`src/hdl/ced_pkg.sv`:
```
// ----------------------------------------------------------------------------
// ced_pkg: shared types, constants and the entity ROM
// Result item layout, status codes and the name-sum lookup table used by the
// character entity decoder.
// ----------------------------------------------------------------------------
package ced_pkg;

  localparam int unsigned MAX_RES        = 3;  // results one input item can cause
  localparam int unsigned RES_FIFO_DEPTH = 8;  // result queue entries, power of two

  localparam logic [7:0] CH_AMP       = 8'h26;
  localparam logic [7:0] CH_SEMI      = 8'h3B;
  localparam logic [7:0] MARK_AGRAVE  = 8'h58;  // 'X'
  localparam logic [7:0] MARK_MACRON  = 8'h59;  // 'Y'
  localparam logic [7:0] UTF_AGRAVE_0 = 8'hC3;
  localparam logic [7:0] UTF_AGRAVE_1 = 8'hA0;
  localparam logic [7:0] UTF_MACRON_0 = 8'hCB;
  localparam logic [7:0] UTF_MACRON_1 = 8'h87;

  typedef enum logic [1:0] {
    ST_OK       = 2'd0,
    ST_UNCLOSED = 2'd1,
    ST_UNKNOWN  = 2'd2
  } status_e;

  typedef struct packed {
    logic [7:0] out_byte;
    logic       byte_valid;
    logic       end_of_string;
    logic [1:0] status;
  } res_t;

  // Results handed from the decode stage to the result queue at once
  typedef struct packed {
    logic [1:0]              count;
    res_t [MAX_RES-1:0]      items;
  } push_t;

  function automatic logic is_alnum(input logic [7:0] b);
    return (b >= 8'h30 && b <= 8'h39) || (b >= 8'h41 && b <= 8'h5A) ||
           (b >= 8'h61 && b <= 8'h7A);
  endfunction

  // Name-sum lookup; zero means the name is unknown
  function automatic logic [7:0] entity_rom(input logic [7:0] sum);
    logic [7:0] c;
    unique case (sum)
      8'd140:  c = 8'h25;
      8'd62:   c = 8'h26;
      8'd80:   c = 8'h23;
      8'd72:   c = 8'h2A;
      8'd126:  c = 8'h24;
      8'd224:  c = 8'h3C;
      8'd219:  c = 8'h3E;
      8'd135:  c = 8'h5F;
      8'd178:  c = 8'h5B;
      8'd184:  c = 8'h5D;
      8'd130:  c = 8'h7C;
      8'd176:  c = 8'h5C;
      8'd161:  c = 8'h5E;
      8'd129:  c = 8'h40;
      8'd166:  c = 8'h7B;
      8'd172:  c = 8'h7D;
      8'd21:   c = 8'h60;
      8'd118:  c = MARK_AGRAVE;
      8'd128:  c = MARK_MACRON;
      default: c = 8'h00;
    endcase
    return c;
  endfunction

endpackage

```
`src/hdl/ced_if.sv`:
```
// ----------------------------------------------------------------------------
// ced_in_if / ced_out_if: valid/ready channels of the entity decoder
// Input channel carries one string byte, output channel one result item.
// ----------------------------------------------------------------------------
interface ced_in_if;
  logic       valid;
  logic       ready;
  logic [7:0] in_byte;
  logic       last_byte;

  modport source (output valid, output in_byte, output last_byte, input ready);
  modport sink   (input valid, input in_byte, input last_byte, output ready);
endinterface

interface ced_out_if;
  logic       valid;
  logic       ready;
  logic [7:0] out_byte;
  logic       byte_valid;
  logic       end_of_string;
  logic [1:0] status;

  modport source (output valid, output out_byte, output byte_valid,
                  output end_of_string, output status, input ready);
  modport sink   (input valid, input out_byte, input byte_valid,
                  input end_of_string, input status, output ready);
endinterface

```
`src/hdl/ced_decode.sv`:
```
// ----------------------------------------------------------------------------
// ced_decode: input register and entity decode stage
// Holds one input item, decodes it against the entity state and hands up to
// three result items to the result queue.
// ----------------------------------------------------------------------------
module ced_decode
  import ced_pkg::*;
(
  input  logic        clk_i,
  input  logic        rst_ni,
  ced_in_if.sink      in_i,
  input  logic        agrave_mode_i,
  input  logic        space_ok_i,
  output push_t       push_o
);

  logic       valid_q;
  logic [7:0] byte_q;
  logic       last_q;
  logic       advance;

  logic       in_entity_q, in_entity_d;
  logic [7:0] sum_q, sum_d;
  status_e    err_q, err_d;
  logic [7:0] rom_c;
  push_t      push;

  assign advance    = valid_q && space_ok_i;
  assign in_i.ready = !valid_q || advance;
  assign rom_c      = entity_rom(sum_q);

  always_ff @(posedge clk_i or negedge rst_ni) begin
    if (!rst_ni) begin
      valid_q <= 1'b0;
    end else if (in_i.ready) begin
      valid_q <= in_i.valid;
    end
  end

  always_ff @(posedge clk_i) begin
    if (in_i.ready && in_i.valid) begin
      byte_q <= in_i.in_byte;
      last_q <= in_i.last_byte;
    end
  end

  always_comb begin
    in_entity_d = in_entity_q;
    sum_d       = sum_q;
    err_d       = err_q;
    push        = '0;
    if (err_q == ST_OK) begin
      if (!in_entity_q) begin
        if (byte_q == CH_AMP) begin
          in_entity_d = 1'b1;
          sum_d       = 8'h00;
        end else begin
          push.items[0] = '{out_byte: byte_q, byte_valid: 1'b1,
                            end_of_string: 1'b0, status: ST_OK};
          push.count    = 2'd1;
        end
      end else if (is_alnum(byte_q)) begin
        sum_d = sum_q + byte_q;
      end else if (byte_q == CH_SEMI) begin
        in_entity_d = 1'b0;
        if (rom_c == 8'h00) begin
          err_d = ST_UNKNOWN;
        end else if (agrave_mode_i && rom_c == MARK_AGRAVE) begin
          push.items[0] = '{UTF_AGRAVE_0, 1'b1, 1'b0, ST_OK};
          push.items[1] = '{UTF_AGRAVE_1, 1'b1, 1'b0, ST_OK};
          push.count    = 2'd2;
        end else if (agrave_mode_i && rom_c == MARK_MACRON) begin
          push.items[0] = '{UTF_MACRON_0, 1'b1, 1'b0, ST_OK};
          push.items[1] = '{UTF_MACRON_1, 1'b1, 1'b0, ST_OK};
          push.count    = 2'd2;
        end else begin
          push.items[0] = '{rom_c, 1'b1, 1'b0, ST_OK};
          push.count    = 2'd1;
        end
      end else begin
        err_d = ST_UNCLOSED;
      end
    end
    if (last_q) begin
      if (err_d == ST_OK && in_entity_d) begin
        err_d = ST_UNCLOSED;
      end
      push.items[push.count] = '{8'h00, 1'b0, 1'b1, err_d};
      push.count             = push.count + 2'd1;
      in_entity_d            = 1'b0;
      sum_d                  = 8'h00;
      err_d                  = ST_OK;
    end
    if (!advance) begin
      push.count = 2'd0;
    end
  end

  always_ff @(posedge clk_i or negedge rst_ni) begin
    if (!rst_ni) begin
      in_entity_q <= 1'b0;
      sum_q       <= 8'h00;
      err_q       <= ST_OK;
    end else if (advance) begin
      in_entity_q <= in_entity_d;
      sum_q       <= sum_d;
      err_q       <= err_d;
    end
  end

  assign push_o = push;

endmodule

```
`src/hdl/ced_result_fifo.sv`:
```
// ----------------------------------------------------------------------------
// ced_result_fifo: result queue
// Takes up to three result items a cycle and delivers one a cycle while the output channel is ready.
// ----------------------------------------------------------------------------
module ced_result_fifo
  import ced_pkg::*;
#(
  parameter int unsigned Depth = RES_FIFO_DEPTH
) (
  input  logic                        clk_i,
  input  logic                        rst_ni,
  input  push_t                       push_i,
  output logic                        space_ok_o,
  output logic [$clog2(Depth+1)-1:0]  level_o,
  ced_out_if.source                   out_o
);

  localparam int unsigned PtrW = $clog2(Depth);
  localparam int unsigned CntW = $clog2(Depth + 1);

  res_t            mem_q [Depth];
  logic [PtrW-1:0] wr_ptr_q, rd_ptr_q;
  logic [CntW-1:0] count_q;
  logic            pop;
  res_t            head;

  assign head       = mem_q[rd_ptr_q];
  assign pop        = out_o.valid && out_o.ready;
  assign space_ok_o = count_q <= CntW'(Depth - MAX_RES);
  assign level_o    = count_q;

  assign out_o.valid         = count_q != '0;
  assign out_o.out_byte      = head.out_byte;
  assign out_o.byte_valid    = head.byte_valid;
  assign out_o.end_of_string = head.end_of_string;
  assign out_o.status        = head.status;

  always_ff @(posedge clk_i) begin
    for (int k = 0; k < MAX_RES; k++) begin
      if (push_i.count > 2'(k)) begin
        mem_q[wr_ptr_q + PtrW'(k)] <= push_i.items[k];
      end
    end
  end

  always_ff @(posedge clk_i or negedge rst_ni) begin
    if (!rst_ni) begin
      wr_ptr_q <= '0;
      rd_ptr_q <= '0;
      count_q  <= '0;
    end else begin
      wr_ptr_q <= wr_ptr_q + PtrW'(push_i.count);
      rd_ptr_q <= rd_ptr_q + PtrW'(pop);
      count_q  <= count_q + CntW'(push_i.count) - CntW'(pop);
    end
  end

endmodule

```
`src/hdl/char_entity_decoder.sv`:
```
// ----------------------------------------------------------------------------
// char_entity_decoder: named character entity decoder
// Passes string bytes through and replaces "&name;" entities by their bytes.
// ----------------------------------------------------------------------------
// One input item (a byte of a string, last_byte marking its end) is taken per
// cycle while the decode stage does not stall. An item is decoded straight out
// of the input register, and its results are written into the result queue
// when the decode stage advances. Results leave through an eight-entry result
// queue, one per cycle while the output channel is ready:
// a plain byte gives one item, an agrave or macron entity in agrave mode two,
// and the last byte of a string adds a closing status item. The decode stage
// stalls while fewer than three queue entries are free, so the sustained rate
// is one input item a cycle as long as results are drained at least as fast as
// they are produced. agrave_mode is written through cfg_we_i and cfg_wdata_i;
// the user must do so only while the block is idle; the block does not enforce it.
// ----------------------------------------------------------------------------
module char_entity_decoder
  import ced_pkg::*;
#(
  parameter int unsigned FifoDepth = RES_FIFO_DEPTH
) (
  input  logic       clk_i,
  input  logic       rst_ni,
  input  logic       cfg_we_i,
  input  logic       cfg_wdata_i,
  ced_in_if.sink     in_i,
  ced_out_if.source  out_o
);

  logic                           agrave_mode_q;
  logic                           space_ok;
  logic [$clog2(FifoDepth+1)-1:0] level;
  push_t                          push;

  // hold the mode register; it only changes on an explicit write
  always_ff @(posedge clk_i or negedge rst_ni) begin
    if (!rst_ni) begin
      agrave_mode_q <= 1'b0;
    end else if (cfg_we_i) begin
      agrave_mode_q <= cfg_wdata_i;
    end
  end

  // input register, entity state and decode
  ced_decode u_decode (
    .clk_i         (clk_i),
    .rst_ni        (rst_ni),
    .in_i          (in_i),
    .agrave_mode_i (agrave_mode_q),
    .space_ok_i    (space_ok),
    .push_o        (push)
  );

  // result queue towards the output channel
  ced_result_fifo #(
    .Depth (FifoDepth)
  ) u_fifo (
    .clk_i      (clk_i),
    .rst_ni     (rst_ni),
    .push_i     (push),
    .space_ok_o (space_ok),
    .level_o    (level),
    .out_o      (out_o)
  );

`ifndef SYNTHESIS
  // never push results unless the queue had room for a full item's worth
  a_no_overflow: assert property (@(posedge clk_i) disable iff (!rst_ni)
    push.count != 2'd0 |-> space_ok)
    else $error("result pushed without queue space");

  a_level_bound: assert property (@(posedge clk_i) disable iff (!rst_ni)
    level <= ($clog2(FifoDepth+1))'(FifoDepth))
    else $error("result queue level out of range");

  a_status_item: assert property (@(posedge clk_i) disable iff (!rst_ni)
    out_o.valid && out_o.end_of_string |-> !out_o.byte_valid && out_o.out_byte == 8'h00)
    else $error("closing status item carries a byte");
`endif

endmodule

```
`src/flat_wrapper.sv`:
```
// flat-port wrapper written by rule: the top's interface ports become plain ports
module char_entity_decoder_flat import ced_pkg::*;
#(
  parameter int unsigned FifoDepth = RES_FIFO_DEPTH
)
  (clk_i, rst_ni, cfg_we_i, cfg_wdata_i, in_i_valid, in_i_in_byte, in_i_last_byte, in_i_ready, out_o_valid, out_o_out_byte, out_o_byte_valid, out_o_end_of_string, out_o_status, out_o_ready);
  ced_in_if in_i_i ();
  ced_out_if out_o_i ();
  input  logic clk_i;
  input  logic rst_ni;
  input  logic cfg_we_i;
  input  logic cfg_wdata_i;
  input wire logic [$bits(in_i_i.valid)-1:0] in_i_valid;
  input wire logic [$bits(in_i_i.in_byte)-1:0] in_i_in_byte;
  input wire logic [$bits(in_i_i.last_byte)-1:0] in_i_last_byte;
  output wire logic [$bits(in_i_i.ready)-1:0] in_i_ready;
  output wire logic [$bits(out_o_i.valid)-1:0] out_o_valid;
  output wire logic [$bits(out_o_i.out_byte)-1:0] out_o_out_byte;
  output wire logic [$bits(out_o_i.byte_valid)-1:0] out_o_byte_valid;
  output wire logic [$bits(out_o_i.end_of_string)-1:0] out_o_end_of_string;
  output wire logic [$bits(out_o_i.status)-1:0] out_o_status;
  input wire logic [$bits(out_o_i.ready)-1:0] out_o_ready;
  assign in_i_i.valid = in_i_valid;
  assign in_i_i.in_byte = in_i_in_byte;
  assign in_i_i.last_byte = in_i_last_byte;
  assign in_i_ready = in_i_i.ready;
  assign out_o_valid = out_o_i.valid;
  assign out_o_out_byte = out_o_i.out_byte;
  assign out_o_byte_valid = out_o_i.byte_valid;
  assign out_o_end_of_string = out_o_i.end_of_string;
  assign out_o_status = out_o_i.status;
  assign out_o_i.ready = out_o_ready;
  char_entity_decoder #(.FifoDepth(FifoDepth)) u_core (.clk_i(clk_i), .rst_ni(rst_ni), .cfg_we_i(cfg_we_i), .cfg_wdata_i(cfg_wdata_i), .in_i(in_i_i), .out_o(out_o_i));
endmodule
```
`config.mk`:
```
export PLATFORM = sky130hd
export DESIGN_NAME = char_entity_decoder_flat
export DESIGN_NICKNAME = d
export VERILOG_FILES = /design/src/hdl/ced_pkg.sv /design/src/hdl/ced_if.sv /design/src/hdl/ced_decode.sv /design/src/hdl/ced_result_fifo.sv /design/src/hdl/char_entity_decoder.sv /design/src/flat_wrapper.sv
export SDC_FILE = /design/constraint.sdc
export NUM_CORES = 1
export LEC_CHECK = 0
export ABC_CLOCK_PERIOD_IN_PS = 6100
export BUFFER_PORTS_ARGS = -buffer_cell sky130_fd_sc_hd__buf_2
export CAP_MARGIN = 20
export CORE_ASPECT_RATIO = 1.75
export CORE_MARGIN = 2
export CORE_UTILIZATION = 63
export CTS_BUF_LIST = sky130_fd_sc_hd__clkbuf_16
export DETAILED_ROUTE_END_ITERATION = 12
export HOLD_SLACK_MARGIN = 0.15
export MAX_ROUTING_LAYER = met4
export PLACE_DENSITY = 0.8
export SYNTH_ARGS = -nofsm -noshare
export SYNTH_HDL_FRONTEND = slang
export SYNTH_SLANG_ARGS = --single-unit
```
`constraint.sdc`:
```
create_clock -name clk_i -period 6.1 [get_ports clk_i]
set_input_delay 0.915 -clock clk_i [delete_from_list [all_inputs] [get_ports clk_i]]
set_output_delay 0.915 -clock clk_i [all_outputs]
set_load 0.005 [all_outputs]
```
### After elaboration in Yosys (flattened, before gate mapping)

Memories as Yosys holds them, arrays and structs flattened.
Cells that the tools add are included.

* bits in writable memories: 96
* memories: 1
* input port bits: 15
* output and inout port bits: 14
* logic and storage cells: 125
* ROM bits: 0
* bits in latches: 0
* flip-flop bits (word level): 32

Memory list
* u_core.u_fifo.mem_q: depth 8, width 12, read ports 1, clocked after Yosys merged registers in 0, write ports 3, RTL line ced_result_fifo.sv:21 `res_t mem_q [Depth];`

* bitwise gates (word level): 0
* multipliers: 0
* $lt $le $gt $ge: 12
* eq/ne operators: 24
* reduce and logical (&&, ||, !) cells: 21
* add/subtract/negate cells: 8
* shift-type cells: 0
* mux-type cells: 49
* div/mod/pow operators: 0

Operator list (number)
* $pmux W7 S19: 1
* $mux W24: 5
* $eq A8 B8 Y1 const B: 13
* $mux W12: 6
* $eq A8 B7 Y1 const B: 6
* $mux W8: 5
* $mux W38: 1
* $bwmux W36: 1
* $mux W2: 16
* $demux W12 S2: 1
* $eq A8 B6 Y1 const B: 3
* $ge A8 B7 Y1 const B: 2
* $le A8 B7 Y1 const B: 2
* $mux W1: 13
* $logic_and A1 B1 Y1: 10
* $add A8 B8 Y8: 1
* $eq A8 B5 Y1 const B: 1
* $ge A8 B6 Y1 const B: 1
* $le A8 B6 Y1 const B: 1
* $logic_not A8 Y1: 1
* $add A4 B2 Y4: 1
* $gt A2 B1 Y1 const B: 2
* $le A4 B3 Y1 const B: 1
* $logic_not A2 Y1: 2
* 16 further kinds: 18

### Logic depth before layout (Yosys ltp)

Gate-level depths: netlist of run 1.

* depth in word-level cells: 21
* depth in mapped cells: 19
* gate-level depth less buffers: 16

### Cells and area by module

Synthesis of run 1 repeated with hierarchy kept, for this count alone.

* cell total of the unflattened synthesis: 1016
* area total of the unflattened synthesis: 9467.8 um^2

By module, submodules not included
* ced_result_fifo: sequential area each 3133.0 um^2, area an instance 7148.1 um^2, cells each 740, instances 1
* ced_decode: sequential area each 570.5 um^2, area an instance 2279.7 um^2, cells each 274, instances 1
* char_entity_decoder: sequential area each 25.0 um^2, area an instance 40.0 um^2, cells each 2, instances 1

### Least setup slack after synthesis of run 1

OpenSTA, ideal clock, no wires.

* path type: register to register
* start point: register u_core.u_decode.sum_q[3]
* end point: memory u_core.u_fifo.mem_q[6][0] (netlist bit) (enable)
* path slack: 1.585 ns
* stages on the path, launching flop included: 18
* arrival time: 4.128 ns
* path buffers: 5
* period minus slack after synthesis: 4.515 ns
* data required time: 5.712 ns
* library setup time: 0.388 ns
* cells stage by stage: dfrtp_1 > buf_6 > or3b_1 > or3_1 > o31ai_2 > or4_1 > buf_4 > buf_2 > o21ai_0 > nor2_1 > o21ai_0 > ha_1 > nand2b_1 > and3_1 > clkbuf_1 > nand2_2 > buf_6 > o221ai_1

RTL lines
* from (decl): RTL line ced_decode.sv:23 `logic [7:0] sum_q, sum_d;`
* from (signal assigned): RTL line ced_decode.sv:106 `sum_q <= sum_d;`
* to (decl): RTL line ced_result_fifo.sv:21

==> out/summary.txt, run 1 <==
Routed vias/inst = 7.095
Area leader, netlist = edfxtp_1
Min Tclk post-route = 5.347 ns
Skew final = 0.01104 ns
Part of the Yosys area used for sequential elements = 46.27%
Hold WS = 0.4804 ns
Cell variety after synth = 77
Postcts setup bufs = 0
Post-synthesis area per instance = 11.45 sq um
Hold/Removal Path Class = in -> async
Worst-case clock buffer depth = 2
Initial Utilization = 64.46%
CTS tree = built
DR WL/cell = 26.37 um
Root Driver = clkbuf_16
Ports = 29
Die Width = 89.49 um
Critical Path AT = 5.47 ns
Vias in the first global route = 6,301
Worst Path Class, Setup = reg -> reg
Setup TNS = 0 ns
Detailed Place HPWL = 17.51 mm
Critical Path End Type = register
Final #Nets = 762
Antenna violations before repair = 0
GRT overflow = 0
First-pass GRT wire length = 36.34 mm
# rows = 54
Synth warn = 0
Area Overhead vs Synth = 9.658%
Port Buffers = 28
Pleak = 0.003095 uW
Outcome = finished clean
Post-synth EDFFs = 105
Share of layout cells above drive strength 1 = 19.70%
TritonCTS Sinks = 128
Total GRT Usage = 37.65%
Worst IR Drop VDD = 321.9 uV
Measured slew at the worst slew-check pin = 1.279 ns
FF+latch count, synth = 128
Reg clk slew, reported paths = 0.06 ns
# diodes = 0
Clock Latency Late Sink = 0.43 ns
Maximum clock frequency = 187.0 MHz
Fin. max-slew vios = 0
Primary FF master, synth = edfxtp_1
Critical Path RT = 6.23 ns
Hold Fails Final Rpt = 0
Final antenna-violating net count = 0
RSZ-0062 raised after global routing = false
Htree depth = 4
Drt first pass iters = 5
Syn Inst Count = 704
GP Congestion = 1.076
Largest fanout on the critical path = 19
Cell Pwr Density = 524.4 nW/um^2
Post-cts sizing count = 0
Total Routed Length = 23.84 mm
Slew HR = 14.17%
Die Y = 153.6 um
Via Count = 6,414
Area share of the largest cell type after synthesis = 39.13%
Post-synth ARST share = 17.97%
Max Cap Violations = 0
Period utilisation layout = 87.65%
# setup viols final = 0
Hold_buf cts = 0
Startpoint Class = register
Largest net degree at the start of global routing = 26
Synthesized Nets = 743
Synth area leaders = edfxtp_1 (39%), dfrtp_1 (7.1%), mux4_2 (6.7%)
Die ar. = 13,750 sq um
# DRC = 0
Starting DRT DRC Count = 773
Synth Cell Area = 8058 sq um
Core Box Area = 12,500 sq um
CTS buffer count = 17
## synthesized netlist by cell type (5+ instances only)
master       n
nand3b_1     5
a211oi_1    27
o21ai_0     29
nand2b_1    10
nor2_1      31
or3_1        5
buf_1        8
o211ai_1     9
nand4_1      7
nor4_1       7
buf_6        7
and2_1       6
a211oi_4     8
buf_4        6
mux4_2      24
mux2_2      12
nand3_1     22
a2111oi_2    5
ha_1        21
edfxtp_1   105
or2_2        6
dfrtp_1     23
a21oi_1     21
xnor2_1     10
clkbuf_1    18
o31ai_1     37
nor3_1      37
nand2_1     68
or4_1        7
mux2i_1     10
inv_1       23
a211o_1      9
xor2_1       8
## layout make-up
type	count	area (sq um)
clock buffer	17	425.4
clock inverter	15	138.9
fill	884	3664
inverter	24	90.09
multi-input combinational	508	3983
sequential	128	3729
tap	168	210.2
timing repair buffer	44	260.3
## metal layers
layer / up-vias / wire [um] / track usage (%)
met3: 138 / 1939 / 7.515
met1: 3081 / 7374 / 39.42
met4: 0 / 2189 / 27.51
li1: 2807 / - / -
met2: 388 / 12330 / 60.78
met5: - / 0 / -
## cell usage in the layout, fill, tap and decap left out, types with 17 or more instances in the layout
cell type,n
nand2_1,68
clkbuf_16,17
buf_2,28
nand3_1,22
o21ai_0,29
edfxtp_1,105
ha_1,21
mux4_2,24
inv_1,25
a21oi_1,21
a211oi_1,27
dfrtp_1,23
o31ai_1,37
nor3_1,37
nor2_1,31
## per-stage QoR
stage	setup WS, ns	total power, uW	area (sq um)	std cells	utilization, %
2_1_floorplan	1.585	2946	8058	704	-
3_3_place_gp	0.9454	3501	8219	865	65.76
3_5_place_dp	0.7028	3593	8227	866	65.82
4_1_cts	0.7016	4557	8791	898	70.33
5_1_grt	0.3293	4869	8836	904	70.69
6_report	0.7535	4634	8836	904	70.69
## registers in the layout, summed over array words and instances, names as in the netlist, 2 cells and up
signal / flops
u_core.u_decode.byte_q: 8
u_core.u_decode.err_q: 2
u_core.u_decode.sum_q: 8
u_core.u_fifo.level_o: 4
u_core.u_fifo.mem_q: 96
u_core.u_fifo.rd_ptr_q: 3
u_core.u_fifo.wr_ptr_q: 3
## critical path, stage by stage, from the launching register on
cell	delay (ns)
dfrtp_1	0.66
or3b_1	0.45
o32a_1	0.18
a221oi_1	0.40
or4_1	0.50
and3_4	0.33
nor2_1	0.05
o21ai_0	0.31
ha_1	0.21
nand2b_1	0.13
nand2_1	0.08
nor2_1	0.32
nand2_1	0.30
buf_4	0.30
a211o_1	0.34
o211ai_1	0.20
buf_4	0.27
## worst paths after layout
path                                                            end                                 start  slack (ns)  cells after the start
min                            u_core.u_decode.sum_q[5]$_DFFE_PN0P_                                rst_ni        0.48                      1
max reg2reg                u_core.u_fifo.mem_q[4][11]$_SDFFCE_PP0P_  u_core.u_decode.sum_q[1]$_DFFE_PN0P_        0.75                     16
max                        u_core.u_fifo.mem_q[4][11]$_SDFFCE_PP0P_  u_core.u_decode.sum_q[1]$_DFFE_PN0P_        0.75                     16
min in group clk_i              u_core.u_fifo.rd_ptr_q[0]$_DFF_PN0_   u_core.u_fifo.rd_ptr_q[0]$_DFF_PN0_        0.51                      1
max in group asynchronous      u_core.u_decode.sum_q[6]$_DFFE_PN0P_                                rst_ni        5.24                      1
min reg2reg                     u_core.u_fifo.rd_ptr_q[0]$_DFF_PN0_   u_core.u_fifo.rd_ptr_q[0]$_DFF_PN0_        0.51                      1
## report_power, final
part | switching [uW] | leakage [uW] | internal [uW]
clock network | 406 | 0.000279 | 565
registers | 243 | 0.00126 | 1280
logic | 1340 | 0.00156 | 802
## cells by family (layout without fill, tap and decap cells)
| group | count (synthesis) | count (layout) | synth area share (%) |
|---|---|---|---|
| AO/OA/AOI/OAI | 185 | 185 | 18.39 |
| buffers and inverters | 68 | 100 | 4.301 |
| multiplexers | 46 | 46 | 9.627 |
| adder cells (fa/ha/maj) | 24 | 24 | 4.006 |
| AND/OR/NAND/NOR | 235 | 235 | 15.45 |
| XOR/XNOR | 18 | 18 | 1.957 |
| flip-flops | 128 | 128 | 46.27 |
(Power assumes the default switching activity.)
==> run 2, diff against run 1 <==
--- a/config.mk
+++ b/config.mk
@@ -5,6 +5,7 @@
 export SDC_FILE = /design/constraint.sdc
 export NUM_CORES = 1
 export LEC_CHECK = 0
+export ABC_AREA = 1
 export ABC_CLOCK_PERIOD_IN_PS = 6100
 export BUFFER_PORTS_ARGS = -buffer_cell sky130_fd_sc_hd__buf_2
 export CAP_MARGIN = 20
@@ -12,6 +13,7 @@
 export CORE_MARGIN = 2
 export CORE_UTILIZATION = 63
 export CTS_BUF_LIST = sky130_fd_sc_hd__clkbuf_16
+export CTS_CLUSTER_SIZE = 16
 export DETAILED_ROUTE_END_ITERATION = 12
 export HOLD_SLACK_MARGIN = 0.15
 export MAX_ROUTING_LAYER = met4
==> out/summary.txt, run 2 <==
Outcome = finished clean
Port Buffers = 28 (unchanged)
Slowest-stage cell, CP = nand2_2
Total Routed Length = 22.82 mm (-4.2%)
Critical Path AT = 4.35 ns (-1.12 ns)
Syn Inst Count = 1,023 (+45%)
Drt first pass iters = 5 (unchanged)
Largest net degree at the start of global routing = 50 (+92%)
Starting DRT DRC Count = 809 (+4.7%)
Synth Cell Area = 8278 sq um (+2.7%)
Routed vias/inst = 6.043 (-15%)
Core Box Area = 12,870 sq um (+3.0%)
Critical Path RT = 6.09 ns (-0.14 ns)
Psw = 1830 uW (-8.1%)
Setup TNS = 0 ns (unchanged)
Clock power frac = 23.7% (+2.7 points)
Final antenna-violating net count = 0 (unchanged)
Post-synthesis area per instance = 8.092 sq um (-29%)
Commonest cells after routing, fill and taps aside = nor2_1 (221), nand2_1 (175), edfxtp_1 (105), inv_1 (87), o21ai_0 (81)
Post-synth ARST share = 17.97% (unchanged)
Maximum clock frequency = 229.3 MHz (+23%)
Hold WS = 0.4692 ns (-0.01123 ns)
Worst Path Class, Setup = reg -> reg
Int Pwr = 2410 uW (-8.8%)
Min Tclk post-route = 4.362 ns (-0.9849 ns)
Area Overhead vs Synth = 8.449%
Top-count cell post-synth = nor2_1
Worst IR Drop VDD = 313.9 uV (-2.5%)
Pleak = 0.003881 uW (+25%)
Register-to-Register Path Depth = 17 (+1)
Hold/Removal Path Class = in -> async
Area post-placement = 8397 sq um (+2.1%)
RR Endpoint = u_core.u_fifo.mem_q[5][10]$_SDFFCE_PP0P_
TritonCTS Sinks = 128 (unchanged)
Synthesized Nets = 1,062 (+43%)
Synth warn = 0 (unchanged)
Root Driver = clkbuf_16
Hold_buf cts = 0 (unchanged)
Startpoint Class = register
Total GRT Usage = 34.65% (-3.0 points)
Clock Latency Late Sink = 0.42 ns (about the same)
Initial Utilization = 64.33% (-0.14 points)
# setup viols final = 0 (unchanged)
Largest fanout on the critical path = 32 (+13)
# diodes = 0 (unchanged)
Setup slack, reg-to-reg = 1.74 ns (+0.98 ns)
FF+latch count, synth = 128 (unchanged)
Skew final = 0.006607 ns (-0.004433 ns)
Detailed Place HPWL = 16.69 mm (-4.7%)
Area leader, netlist = edfxtp_1
CP top delay family = simple AND/OR/NAND/NOR gates
Post-cts sizing count = 0 (unchanged)
Comb power frac = 43.5% (-2.8 points)
DR WL/cell = 18.74 um (-29%)
Bufs and invs on worst path = 2 (unchanged)
CTS buffer count = 17 (unchanged)
Slew HR = 26.58% (+12 points)
Post-synth EDFFs = 105 (unchanged)
Fin. max-slew vios = 0 (unchanged)
Primary FF master, synth = edfxtp_1
Critical Path End Type = register
Antenna violations before repair = 0 (unchanged)
CP Cell Sequence = inv_2 -> nand2_4 -> nor2_2 -> nand2_1 -> nand2_1 -> nor2_1 -> nand4_2 -> nand3_1 -> nand2_2 -> nand2_1 -> ha_1 -> nand2_1 -> o21ai_2 -> nand2_2 -> inv_4 -> nand3_1 -> nand3_1
Max incr delay on CP = 0.63 ns (-0.03 ns)
Final Util = 69.76% (-0.93 points)
Postcts setup bufs = 0 (unchanged)
Reg clk slew, reported paths = 0.06 ns (about the same)
Final #Nets = 1,074 (+41%)
Synth area leaders = edfxtp_1 (38%), nor2_1 (10%), nand2_1 (7.9%)
Die ar. = 14,110 sq um (+2.6%)
R2R Path Start = u_core.u_decode.sum_q[6]$_DFFE_PN0P_
Die Y = 155.6 um (+1.3%)
# DRC = 0 (unchanged)
Ports = 29 (unchanged)
Vias in the first global route = 7,161 (+14%)
Register with the most flip-flops = u_core.u_fifo.mem_q
Via Count = 7,360 (+15%)
Cell variety after synth = 49 (-36%)
Number of flip-flops in the largest register = 96 (unchanged)
First-pass GRT wire length = 36.34 mm (about the same)
Share of layout cells above drive strength 1 = 11.56% (-8.1 points)
Die Width = 90.65 um (+1.3%)
Commonest cells in the netlist = nor2_1 (221), nand2_1 (175), edfxtp_1 (105), inv_1 (87), o21ai_0 (81)
Period utilisation layout = 71.50% (-16 points)
Max Cap Violations = 0 (unchanged)
Hold Fails Final Rpt = 0 (unchanged)
CP most frequent cell = nand2_1
Area share of the largest cell type after synthesis = 38.09% (-1.0 points)
GP Congestion = 0.9840 (-8.5%)
Sequential Power Share = 32.8% (about the same)
Worst-case clock buffer depth = 2 (unchanged)
Cell Pwr Density = 472.3 nW/um^2 (-9.9%)
RSZ-0062 raised after global routing = false
Part of the Yosys area used for sequential elements = 45.04% (-1.2 points)
# rows = 55 (+1.9%)
Commonest non-fill, non-tap cell in the layout = nor2_1
GRT overflow = 0 (unchanged)
Htree depth = 4 (unchanged)
Measured slew at the worst slew-check pin = 1.094 ns (-0.1849 ns)
CTS tree = built
Biggest regs = u_core.u_fifo.mem_q (96), u_core.u_decode.byte_q (8), u_core.u_decode.sum_q (8)
Post-route cell area = 8977 sq um (+1.6%)
Net Sw Frac = 43.17% (+0.19 points)
## run 2: cell count changes after synthesis, sizes merged, moves of 33 or more
cell,previous run,this run
inv,23,102
a211oi,35,1
o21ai,33,107
nand2,69,186
nor2,31,239
nand4,7,40
o31ai,38,3
## run 2: worst reg2reg max path: cells and delay by family (launching register included)
family,cells,cell delay [ns]
AOI/OAI and AO/OA,1,0.07
buffers and inverters,2,0.41
DFF,1,0.50
and+or+nand+nor,13,2.71
adders and majority gates,1,0.24
## run 2: power by group through the flow
stage | clock network [uW] | logic (uW) | registers [uW]
after floorplan | 0 | 1380 | 1350
after global placement | 0 | 1780 | 1400
after detailed placement | 0 | 1820 | 1400
after CTS | 1010 | 1830 | 1390
after global routing | 1050 | 2040 | 1410
final | 1000 | 1840 | 1390
## run 2: worst max path at each step
stage	startpoint	to	slack [ns]	depth (start not counted)
CTS	u_core.u_decode.sum_q[6]$_DFFE_PN0P_	u_core.u_fifo.mem_q[5][2]$_DFFE_PP_	1.76	17
global placement	u_core.u_decode.sum_q[2]$_DFFE_PN0P_	u_core.u_fifo.mem_q[5][11]$_SDFFCE_PP0P_	1.83	17
detailed placement	u_core.u_decode.sum_q[2]$_DFFE_PN0P_	u_core.u_fifo.mem_q[5][7]$_SDFFCE_PP0P_	1.78	17
finish	u_core.u_decode.sum_q[6]$_DFFE_PN0P_	u_core.u_fifo.mem_q[5][10]$_SDFFCE_PP0P_	1.74	17
floorplan	u_core.u_decode.sum_q[2]$_DFFE_PN0P_	u_core.u_fifo.mem_q[4][0]$_DFFE_PP_	2.97	19
global route	u_core.u_decode.sum_q[2]$_DFFE_PN0P_	u_core.u_fifo.mem_q[5][6]$_SDFFCE_PP0P_	1.34	17
## run 2: kinds of logic after synthesis
group / count (synthesis) / synth area share, %
muxes: 1 / 0.1360
and+or+nand+nor: 532 / 29.75
xor gates and xnor gates: 8 / 0.8463
buffers and inverters: 143 / 7.951
adders and majority gates: 24 / 3.900
DFF: 128 / 45.04
AOI/OAI and AO/OA: 187 / 12.38
## run 2: metal layers
layer / wire (um) / part of all wire, % / up-vias / track usage (%)
li1: - / - / 3502 / -
met1: 7633 / 33 / 3360 / 34.90
met2: 11840 / 52 / 376 / 60.34
met3: 1506 / 6.6 / 122 / 5.507
met4: 1846 / 8.1 / 0 / 25.27
met5: 0 / 0 / - / -
## run 2: final cells by class
class,instances,area (sq um)
multi-input cells,752,3891
inverters,104,392.9
flip-flops and latches,128,3729
repair buffers,32,170.2
clock buffers,17,425.4
well taps,171,214.0
fillers,1041,3891
clock inverters,14,155.1
## run 2: per-stage QoR
stage               setup slack (ns)  std cells  total power, uW
finish                         1.738       1218             4240
global route                   1.343       1218             4502
CTS                            1.760       1218             4222
detailed placement             1.784       1187             3223
global placement               1.826       1187             3176
floorplan                      2.971       1023             2727
